[config.mk]
export PLATFORM = sky130hd
export DESIGN_NAME = ordered_bayer_dither_flat
export DESIGN_NICKNAME = d
export VERILOG_FILES = /design/src/hw/rtl/obd_pkg.sv /design/src/hw/rtl/obd_if.sv /design/src/hw/rtl/ordered_bayer_dither.sv /design/src/hw/rtl/obd_pos.sv /design/src/hw/rtl/obd_grey.sv /design/src/hw/rtl/obd_cmp.sv /design/src/flat_wrapper.sv
export SDC_FILE = /design/constraint.sdc
export NUM_CORES = 1
export LEC_CHECK = 0
export BUFFER_PORTS_ARGS = -buffer_cell sky130_fd_sc_hd__buf_2
export CAP_MARGIN = 10
export CORE_MARGIN = 2
export CORE_UTILIZATION = 39
export DETAILED_ROUTE_END_ITERATION = 6
export GPL_TIMING_DRIVEN = 1
export MAX_ROUTING_LAYER = met4
export PLACE_DENSITY = 0.69
export RECOVER_POWER = 50
export SYNTH_ARGS = -nofsm -noshare
export SYNTH_HDL_FRONTEND = slang
export SYNTH_SLANG_ARGS = --single-unit
[constraint.sdc]
create_clock -name clk -period 6.63 [get_ports clk]
set_input_delay 0.3315 -clock clk [delete_from_list [all_inputs] [get_ports clk]]
set_output_delay 0.3315 -clock clk [all_outputs]
set_load 0.05 [all_outputs]
[src/hw/rtl/obd_pkg.sv]
// Shared types, register indexes and Bayer threshold tables for the ordered
// Bayer dither block. No dependencies; every other file imports this package.
package obd_pkg;

	// Default for the largest supported image width.
	localparam int MAX_WIDTH_DEF = 4096;

	// Configuration port geometry.
	localparam int CFG_IDX_W  = 2;
	localparam int CFG_DATA_W = 13;

	// Configuration register indexes.
	localparam logic [CFG_IDX_W-1:0] REG_MATRIX_SIZE = 2'd0;
	localparam logic [CFG_IDX_W-1:0] REG_IMAGE_WIDTH = 2'd1;
	localparam logic [CFG_IDX_W-1:0] REG_GREYSCALE   = 2'd2;

	// Matrix size codes; the unused code falls back to the 4x4 table.
	localparam logic [1:0] SIZE_2X2 = 2'd0;
	localparam logic [1:0] SIZE_4X4 = 2'd1;
	localparam logic [1:0] SIZE_8X8 = 2'd2;

	// Register reset values.
	localparam logic [1:0]            MATRIX_SIZE_RST = SIZE_4X4;
	localparam logic [CFG_DATA_W-1:0] IMAGE_WIDTH_RST = 13'd640;
	localparam logic                  GREYSCALE_RST   = 1'b1;

	// Largest table entry for each matrix size.
	localparam logic [5:0] MAX_ENTRY_2X2 = 6'd3;
	localparam logic [5:0] MAX_ENTRY_4X4 = 6'd15;
	localparam logic [5:0] MAX_ENTRY_8X8 = 6'd63;

	// Grey weights in 16-bit fraction; they sum to exactly 65536.
	localparam logic [16:0] GREY_WT_R = 17'd19595;
	localparam logic [16:0] GREY_WT_G = 17'd38470;
	localparam logic [16:0] GREY_WT_B = 17'd7471;

	// Bayer tables, row major.
	localparam logic [5:0] BAYER2 [4] = '{6'd0, 6'd2, 6'd3, 6'd1};

	localparam logic [5:0] BAYER4 [16] = '{
		6'd0,  6'd8,  6'd2,  6'd10,
		6'd12, 6'd4,  6'd14, 6'd6,
		6'd3,  6'd11, 6'd1,  6'd9,
		6'd15, 6'd7,  6'd13, 6'd5
	};

	localparam logic [5:0] BAYER8 [64] = '{
		6'd0,  6'd32, 6'd8,  6'd40, 6'd2,  6'd34, 6'd10, 6'd42,
		6'd48, 6'd16, 6'd56, 6'd24, 6'd50, 6'd18, 6'd58, 6'd26,
		6'd12, 6'd44, 6'd4,  6'd36, 6'd14, 6'd46, 6'd6,  6'd38,
		6'd60, 6'd28, 6'd52, 6'd20, 6'd62, 6'd30, 6'd54, 6'd22,
		6'd3,  6'd35, 6'd11, 6'd43, 6'd1,  6'd33, 6'd9,  6'd41,
		6'd51, 6'd19, 6'd59, 6'd27, 6'd49, 6'd17, 6'd57, 6'd25,
		6'd15, 6'd47, 6'd7,  6'd39, 6'd13, 6'd45, 6'd5,  6'd37,
		6'd63, 6'd31, 6'd55, 6'd23, 6'd61, 6'd29, 6'd53, 6'd21
	};

	// One input pixel.
	typedef struct packed {
		logic       start_of_image;
		logic [7:0] red;
		logic [7:0] green;
		logic [7:0] blue;
		logic [7:0] alpha;
	} pix_t;

	// One dithered pixel.
	typedef struct packed {
		logic [7:0] out_red;
		logic [7:0] out_green;
		logic [7:0] out_blue;
		logic [7:0] out_alpha;
	} res_t;

	// Settings the position tracker needs.
	typedef struct packed {
		logic [1:0]            size_sel;
		logic [CFG_DATA_W-1:0] width;
	} pos_cfg_t;

	// Threshold picked for one pixel.
	typedef struct packed {
		logic [5:0] entry;
		logic [5:0] max_entry;
	} thr_t;

	// Grey or original colour values of one pixel.
	typedef struct packed {
		logic [7:0] red;
		logic [7:0] green;
		logic [7:0] blue;
	} rgb_t;

endpackage

[src/hw/rtl/obd_if.sv]
// Valid/ready stream interfaces for the pixel input and the dithered output.
// Depends on obd_pkg for the payload types.
interface obd_pix_if
	import obd_pkg::*;
();
	logic valid;
	logic ready;
	pix_t pix;

	modport source (output valid, output pix, input ready);
	modport sink (input valid, input pix, output ready);
endinterface

interface obd_res_if
	import obd_pkg::*;
();
	logic valid;
	logic ready;
	res_t res;

	modport source (output valid, output res, input ready);
	modport sink (input valid, input res, output ready);
endinterface

[src/hw/rtl/ordered_bayer_dither.sv]
// Ordered Bayer dither top level: config registers, three-stage pipeline.
// Depends on obd_pkg, obd_if, obd_pos, obd_grey and obd_cmp.
//
// Takes one pixel per clock in raster order and returns one dithered pixel
// per clock: an input stage holds the pixel
// and its Bayer threshold, a second stage holds the grey or original colour
// values, and the output register holds the result. The whole pipeline
// advances together and stops only while a result waits at the output, so
// pixel.ready follows result.ready whenever a result is held. Position
// tracking restarts at the origin on a start-of-image mark and wraps rows at
// image_width. Write configuration only while no pixel is in flight.
module ordered_bayer_dither
	import obd_pkg::*;
#(
	parameter int MAX_WIDTH = MAX_WIDTH_DEF
) (
	input  logic                  clk,
	input  logic                  arst_n,
	input  logic                  wr_en,
	input  logic [CFG_IDX_W-1:0]  wr_index,
	input  logic [CFG_DATA_W-1:0] wr_data,
	obd_pix_if.sink               pixel,
	obd_res_if.source             result
);

	logic [1:0]            size_sel_q;
	logic [CFG_DATA_W-1:0] width_q;
	logic                  grey_en_q;

	logic     adv;
	logic     accept;
	pos_cfg_t pos_cfg;
	thr_t     thr;

	logic       v_s1;
	rgb_t       rgb_s1;
	logic [7:0] alpha_s1;
	thr_t       thr_s1;

	rgb_t       rgb_grey;
	logic       v_s2;
	rgb_t       rgb_s2;
	logic [7:0] alpha_s2;
	thr_t       thr_s2;

	res_t res_next;
	logic out_valid_q;
	res_t res_q;

	// Configuration registers.
	always_ff @(posedge clk or negedge arst_n) begin
		if (!arst_n) begin
			size_sel_q <= MATRIX_SIZE_RST;
			width_q    <= IMAGE_WIDTH_RST;
			grey_en_q  <= GREYSCALE_RST;
		end else if (wr_en) begin
			unique case (wr_index)
				REG_MATRIX_SIZE: size_sel_q <= wr_data[1:0];
				REG_IMAGE_WIDTH: width_q    <= wr_data;
				REG_GREYSCALE:   grey_en_q  <= wr_data[0];
				default: ;
			endcase
		end
	end

	// The pipeline moves whenever the output register is free or being read.
	assign adv          = !out_valid_q || result.ready;
	assign pixel.ready  = adv;
	assign accept       = pixel.valid && adv;
	assign result.valid = out_valid_q;
	assign result.res   = res_q;

	// Position and threshold for the item being accepted.
	assign pos_cfg = '{size_sel: size_sel_q, width: width_q};

	obd_pos #(
		.MAX_WIDTH(MAX_WIDTH)
	) u_pos (
		.clk   (clk),
		.arst_n(arst_n),
		.accept(accept),
		.sof   (pixel.pix.start_of_image),
		.cfg   (pos_cfg),
		.thr   (thr)
	);

	// Greyscale between the input stage and the second stage.
	obd_grey u_grey (
		.enable (grey_en_q),
		.rgb_in (rgb_s1),
		.rgb_out(rgb_grey)
	);

	// One compare per colour channel; alpha passes through.
	obd_cmp u_cmp_r (.value(rgb_s2.red),   .thr(thr_s2), .level(res_next.out_red));
	obd_cmp u_cmp_g (.value(rgb_s2.green), .thr(thr_s2), .level(res_next.out_green));
	obd_cmp u_cmp_b (.value(rgb_s2.blue),  .thr(thr_s2), .level(res_next.out_blue));
	assign res_next.out_alpha = alpha_s2;

	// Stage valid bits.
	always_ff @(posedge clk or negedge arst_n) begin
		if (!arst_n) begin
			v_s1        <= 1'b0;
			v_s2        <= 1'b0;
			out_valid_q <= 1'b0;
		end else if (adv) begin
			v_s1        <= pixel.valid;
			v_s2        <= v_s1;
			out_valid_q <= v_s2;
		end
	end

	// Stage payloads.
	always_ff @(posedge clk) begin
		if (adv) begin
			rgb_s1   <= '{red: pixel.pix.red, green: pixel.pix.green,
				blue: pixel.pix.blue};
			alpha_s1 <= pixel.pix.alpha;
			thr_s1   <= thr;
			rgb_s2   <= rgb_grey;
			alpha_s2 <= alpha_s1;
			thr_s2   <= thr_s1;
			res_q    <= res_next;
		end
	end

`ifndef NO_ASSERTIONS
	// A held result must stall the input side.
	a_stall_in: assert property (@(posedge clk) disable iff (!arst_n)
		result.valid && !result.ready |-> !pixel.ready)
		else $error("input taken while output stalled");

	// An accepted item reaches the input stage.
	a_fill_s1: assert property (@(posedge clk) disable iff (!arst_n)
		pixel.valid && pixel.ready |=> v_s1)
		else $error("accepted item lost");

	// Dithered red and blue channels are saturated.
	a_binary: assert property (@(posedge clk) disable iff (!arst_n)
		result.valid |-> (result.res.out_red == 8'd0 || result.res.out_red == 8'd255)
			&& (result.res.out_blue == 8'd0 || result.res.out_blue == 8'd255))
		else $error("channel not binary");

	// In grey mode all colour channels agree.
	a_grey_equal: assert property (@(posedge clk) disable iff (!arst_n)
		result.valid && grey_en_q |-> result.res.out_red == result.res.out_green
			&& result.res.out_green == result.res.out_blue)
		else $error("grey channels differ");
`endif

endmodule

[src/hw/rtl/obd_pos.sv]
// Column and row-phase tracker with Bayer threshold lookup.
// Depends on obd_pkg for tables, size codes and the config struct.
module obd_pos
	import obd_pkg::*;
#(
	parameter int MAX_WIDTH = MAX_WIDTH_DEF
) (
	input  logic     clk,
	input  logic     arst_n,
	input  logic     accept,
	input  logic     sof,
	input  pos_cfg_t cfg,
	output thr_t     thr
);

	localparam int COL_W = $clog2(MAX_WIDTH);
	localparam int WID_W = COL_W + 1;

	logic [COL_W-1:0] col_q;
	logic [2:0]       row_q;
	logic [COL_W-1:0] col_use;
	logic [2:0]       row_use;
	logic [WID_W-1:0] width_eff;
	logic [WID_W-1:0] col_inc;
	logic             wrap;

	// A start mark puts the pixel at the origin whatever the state holds.
	assign col_use = sof ? '0 : col_q;
	assign row_use = sof ? '0 : row_q;

	// Clamp the row width to what the counter can hold. Width zero needs no
	// special case: every pixel then ends a row, as with width one.
	always_comb begin
		if (32'(cfg.width) > 32'(MAX_WIDTH)) begin
			width_eff = WID_W'(MAX_WIDTH);
		end else begin
			width_eff = WID_W'(cfg.width);
		end
	end

	assign col_inc = WID_W'(col_use) + WID_W'(1);
	assign wrap    = (col_inc >= width_eff);

	// Position advances once per accepted item.
	always_ff @(posedge clk or negedge arst_n) begin
		if (!arst_n) begin
			col_q <= '0;
			row_q <= '0;
		end else if (accept) begin
			if (wrap) begin
				col_q <= '0;
				row_q <= row_use + 3'd1;
			end else begin
				col_q <= col_inc[COL_W-1:0];
				row_q <= row_use;
			end
		end
	end

	// Threshold lookup at (row mod size, column mod size).
	always_comb begin
		unique case (cfg.size_sel)
			SIZE_2X2: begin
				thr.entry     = BAYER2[{row_use[0], col_use[0]}];
				thr.max_entry = MAX_ENTRY_2X2;
			end
			SIZE_8X8: begin
				thr.entry     = BAYER8[{row_use, col_use[2:0]}];
				thr.max_entry = MAX_ENTRY_8X8;
			end
			default: begin
				thr.entry     = BAYER4[{row_use[1:0], col_use[1:0]}];
				thr.max_entry = MAX_ENTRY_4X4;
			end
		endcase
	end

`ifndef NO_ASSERTIONS
	// The column counter never reaches the largest width.
	a_col_range: assert property (@(posedge clk) disable iff (!arst_n)
		32'(col_q) < 32'(MAX_WIDTH))
		else $error("column counter out of range");
`endif

endmodule

[src/hw/rtl/obd_grey.sv]
// Optional weighted greyscale conversion of one pixel.
// Depends on obd_pkg for the weights and the colour struct.
module obd_grey
	import obd_pkg::*;
(
	input  logic enable,
	input  rgb_t rgb_in,
	output rgb_t rgb_out
);

	logic [24:0] sum;
	logic [7:0]  grey;

	// Weighted sum in 16-bit fraction, truncated; it never exceeds 255.
	assign sum = 25'(GREY_WT_R * 25'(rgb_in.red))
		+ 25'(GREY_WT_G * 25'(rgb_in.green))
		+ 25'(GREY_WT_B * 25'(rgb_in.blue));
	assign grey = sum[23:16];

	always_comb begin
		if (enable) begin
			rgb_out = '{red: grey, green: grey, blue: grey};
		end else begin
			rgb_out = rgb_in;
		end
	end

endmodule

[src/hw/rtl/obd_cmp.sv]
// Threshold compare of one colour channel against a Bayer entry.
// Depends on obd_pkg for the threshold struct.
module obd_cmp
	import obd_pkg::*;
(
	input  logic [7:0] value,
	input  thr_t       thr,
	output logic [7:0] level
);

	logic [13:0] lhs;
	logic [13:0] rhs;

	// value * maxEntry > entry * 255 is the exact form of the normalized compare.
	assign lhs   = 14'(value) * 14'(thr.max_entry);
	assign rhs   = 14'(thr.entry) * 14'd255;
	assign level = (lhs > rhs) ? 8'd255 : 8'd0;

endmodule
[src/flat_wrapper.sv]
// flat-port wrapper written by rule: the top's interface ports become plain ports
module ordered_bayer_dither_flat import obd_pkg::*;
#(
	parameter int MAX_WIDTH = MAX_WIDTH_DEF
)
  (clk, arst_n, wr_en, wr_index, wr_data, pixel_valid, pixel_pix, pixel_ready, result_valid, result_res, result_ready);
  obd_pix_if pixel_i ();
  obd_res_if result_i ();
  input  logic clk;
  input  logic arst_n;
  input  logic wr_en;
  input  logic [CFG_IDX_W-1:0] wr_index;
  input  logic [CFG_DATA_W-1:0] wr_data;
  input wire logic [$bits(pixel_i.valid)-1:0] pixel_valid;
  input wire logic [$bits(pixel_i.pix)-1:0] pixel_pix;
  output wire logic [$bits(pixel_i.ready)-1:0] pixel_ready;
  output wire logic [$bits(result_i.valid)-1:0] result_valid;
  output wire logic [$bits(result_i.res)-1:0] result_res;
  input wire logic [$bits(result_i.ready)-1:0] result_ready;
  assign pixel_i.valid = pixel_valid;
  assign pixel_i.pix = pixel_pix;
  assign pixel_ready = pixel_i.ready;
  assign result_valid = result_i.valid;
  assign result_res = result_i.res;
  assign result_i.ready = result_ready;
  ordered_bayer_dither #(.MAX_WIDTH(MAX_WIDTH)) u_core (.clk(clk), .arst_n(arst_n), .wr_en(wr_en), .wr_index(wr_index), .wr_data(wr_data), .pixel(pixel_i), .result(result_i));
endmodule
==> results_dict.tcl <==
set metrics [dict create \
    antenna_found_initial 1 \
    path_clk_slew_ps 60 \
    worstSetupStartpointType "register" \
    io_pins 87 \
    cts_tree "done" \
    core_area_um2 42800 \
    clk_latency_ps 440 \
    tightest_slew_ps 1880 \
    fmax_mhz 140 \
    ys_ff_latch 125 \
    syn_area_um2 16800 \
    start_util 0.393 \
    drtIter0Drc 506 \
    netlist_instances 1628 \
    ys.flop_type "edfxtp_1" \
    synth_area_leaders "fa_1, ha_1, edfxtp_1" \
    synth.top_cell.area_share 0.244 \
    finalHoldViolCount 0 \
    gp_congestion 0.968 \
    status "complete, but fails checks" \
    yosys_warnings 0 \
    cap_violations 1 \
    design_area_um2 18900 \
    dpl_cell_area_um2 18200 \
    grt_max_degree 79 \
    finalWirelength_mm 36.1 \
    pre_cts_slack_ps -536 \
    ant_nets 0 \
    skew_ps 15.3 \
    numCtsBuffers 17 \
    ys_seq_area_frac 0.214 \
    die-area_um2 44800 \
    ys_types 60 \
    yosysTopAreaCell "fa_1" \
    syn_nets 2194 \
    rsz0062_at_grt "true" \
    routedWlPerCell_um 15.5 \
    cp_common_cell "fa_1" \
    finalMaxSlewViolations 35 \
    grt_usage 0.177 \
    clock_path_buffers 2 \
    dpl.hpwl_mm 30.7 \
    syn-mean-instance-area_um2 10.3 \
    ctsRootBufferMaster "clkbuf_16" \
    hold_path.class "in2reg" \
    die_h_um 212 \
    fin_ws_ps -510 \
    async_flop_share 0.272 \
    max_stage_delay_ps 530 \
    drive_gt1_frac 0.137 \
    port_buffers 86 \
    cts.htree.levels 4 \
    setup_violations 24 \
    slew_headroom -0.254 \
    dr_total_vias 11418 \
    area_growth_pct 12.4 \
    drc 0 \
    finalCriticalPeriod_ps 7140 \
    critical_path_class "reg2reg" \
    routed_via_density 4.92 \
    critPathMaxFanout 7 \
    violations "capacitance limit, slew limit, setup timing" \
    first_pass_iters 4 \
    grt_pass1_vias 12060 \
    grt-ovfl-total 0 \
    yosysMostFrequentCell "inv_1" \
    endpoint_kind "register" \
    final_core_util 0.441 \
    synth_common_cells "inv_1, ha_1, fa_1" \
    nNetsFinal 2328 \
    grt_pass1_wl_mm 59.7 \
    fin_crit_sh 1.08 \
    cts_num_sinks 125 \
    worstPathRequired_ps 6810 \
    slowest_stage "fa_2" \
    num_rows 76 \
    synth-edff-count 91 \
    arrival_ps 7320 \
    die_w_um 212 \
]
## metal layers
metal	routed length (um)	vias up	GRT usage
met5	0	-	-
met3	1200	58	0.0276
li1	-	5615	-
met4	1230	0	0.0741
met2	17700	184	0.294
met1	15900	5561	0.214
## what timing repair did
action	CTS	global route
hold buffers	1	0
hold endpoints to repair	30	0
pin swaps	3	9
setup endpoints to repair	24	24
buffers inserted	5	2
resized for setup	11	10
## cell type report
type                    count  area (um2)
flip-flops and latches    125        3590
inverters                 331        1240
well taps                 546         683
multi-input cells        1132       11900
clock buffers              17         425
fillers                  4028       23900
diodes                      1        2.50
clock inverters            15         111
repair buffers            155         952
## critical path: cells and delay by family (launching register included)
| kind | cells | cell delay [ps] |
|---|---|---|
| flops | 1 | 410 |
| compound gates | 9 | 1630 |
| buf+inv | 5 | 470 |
| xor+xnor | 2 | 310 |
| fa+ha+maj | 10 | 3670 |
| simple gates | 2 | 410 |
## cells in the final DEF (no fill, tap or decap), drive strengths merged, types with 8 or more instances in the layout
cell type  count
a211oi         9
a21o          30
a21oi         68
and2          49
buf          149
clkbuf        22
dfrtp         30
edfxtp        91
fa           205
ha           308
inv          338
mux2          21
nand2         92
nand2b        12
nand3         22
nand4          8
nor2          48
nor2b         25
nor3          14
o21a          15
o21ai         74
xnor2         38
xor2          30
## final timing paths
kind | cells after the start | end | slack [ps] | from
max in group asynchronous | 2 | u_core.u_pos.col_q[3] | 4600 | arst_n
setup / recovery | 28 | u_core.rgb_s2[4] | -510 | u_core.rgb_s1[14]
setup reg to reg | 28 | u_core.rgb_s2[4] | -510 | u_core.rgb_s1[14]
hold / removal | 1 | u_core.rgb_s1[8] | 60 | pixel_pix[16]
hold reg to reg | 0 | u_core.thr_s2[9] | 420 | u_core.thr_s1[9]
min in group asynchronous | 2 | u_core.u_pos.col_q[10] | 940 | arst_n
## registers in the layout, indices dropped and copies added, names as in the netlist, 11 cells and up
name                count
u_core.result.res      11
u_core.rgb_s1          24
u_core.rgb_s2          24
u_core.u_pos.col_q     12
u_core.width_q         13
## through the flow
stage / std cells / setup TNS (ps) / hold WS (ps)
floorplan: 1628 / -2840 / 35.9
global placement: 2282 / -6170 / 402
detailed placement: 2282 / -8920 / 405
CTS: 2319 / -7650 / 38.8
global route: 2322 / -15350 / 48.0
finish: 2322 / -8310 / 62.5
## kinds of logic (layout without fill, tap and decap cells)
logic type | count (synthesis) | after routing | share of synthesized area
AO/OA/AOI/OAI | 238 | 238 | 0.0878
other | 0 | 1 | 0
XOR/XNOR | 68 | 68 | 0.0355
buffers and inverters | 371 | 518 | 0.0877
AND/OR/NAND/NOR | 288 | 288 | 0.0853
flip-flops | 125 | 125 | 0.214
adder cells (fa/ha/maj) | 513 | 513 | 0.474
multiplexers | 25 | 25 | 0.0165
Power is not shown: default switching activity piles up to over one toggle a cycle in this logic, so the estimate is an artifact.
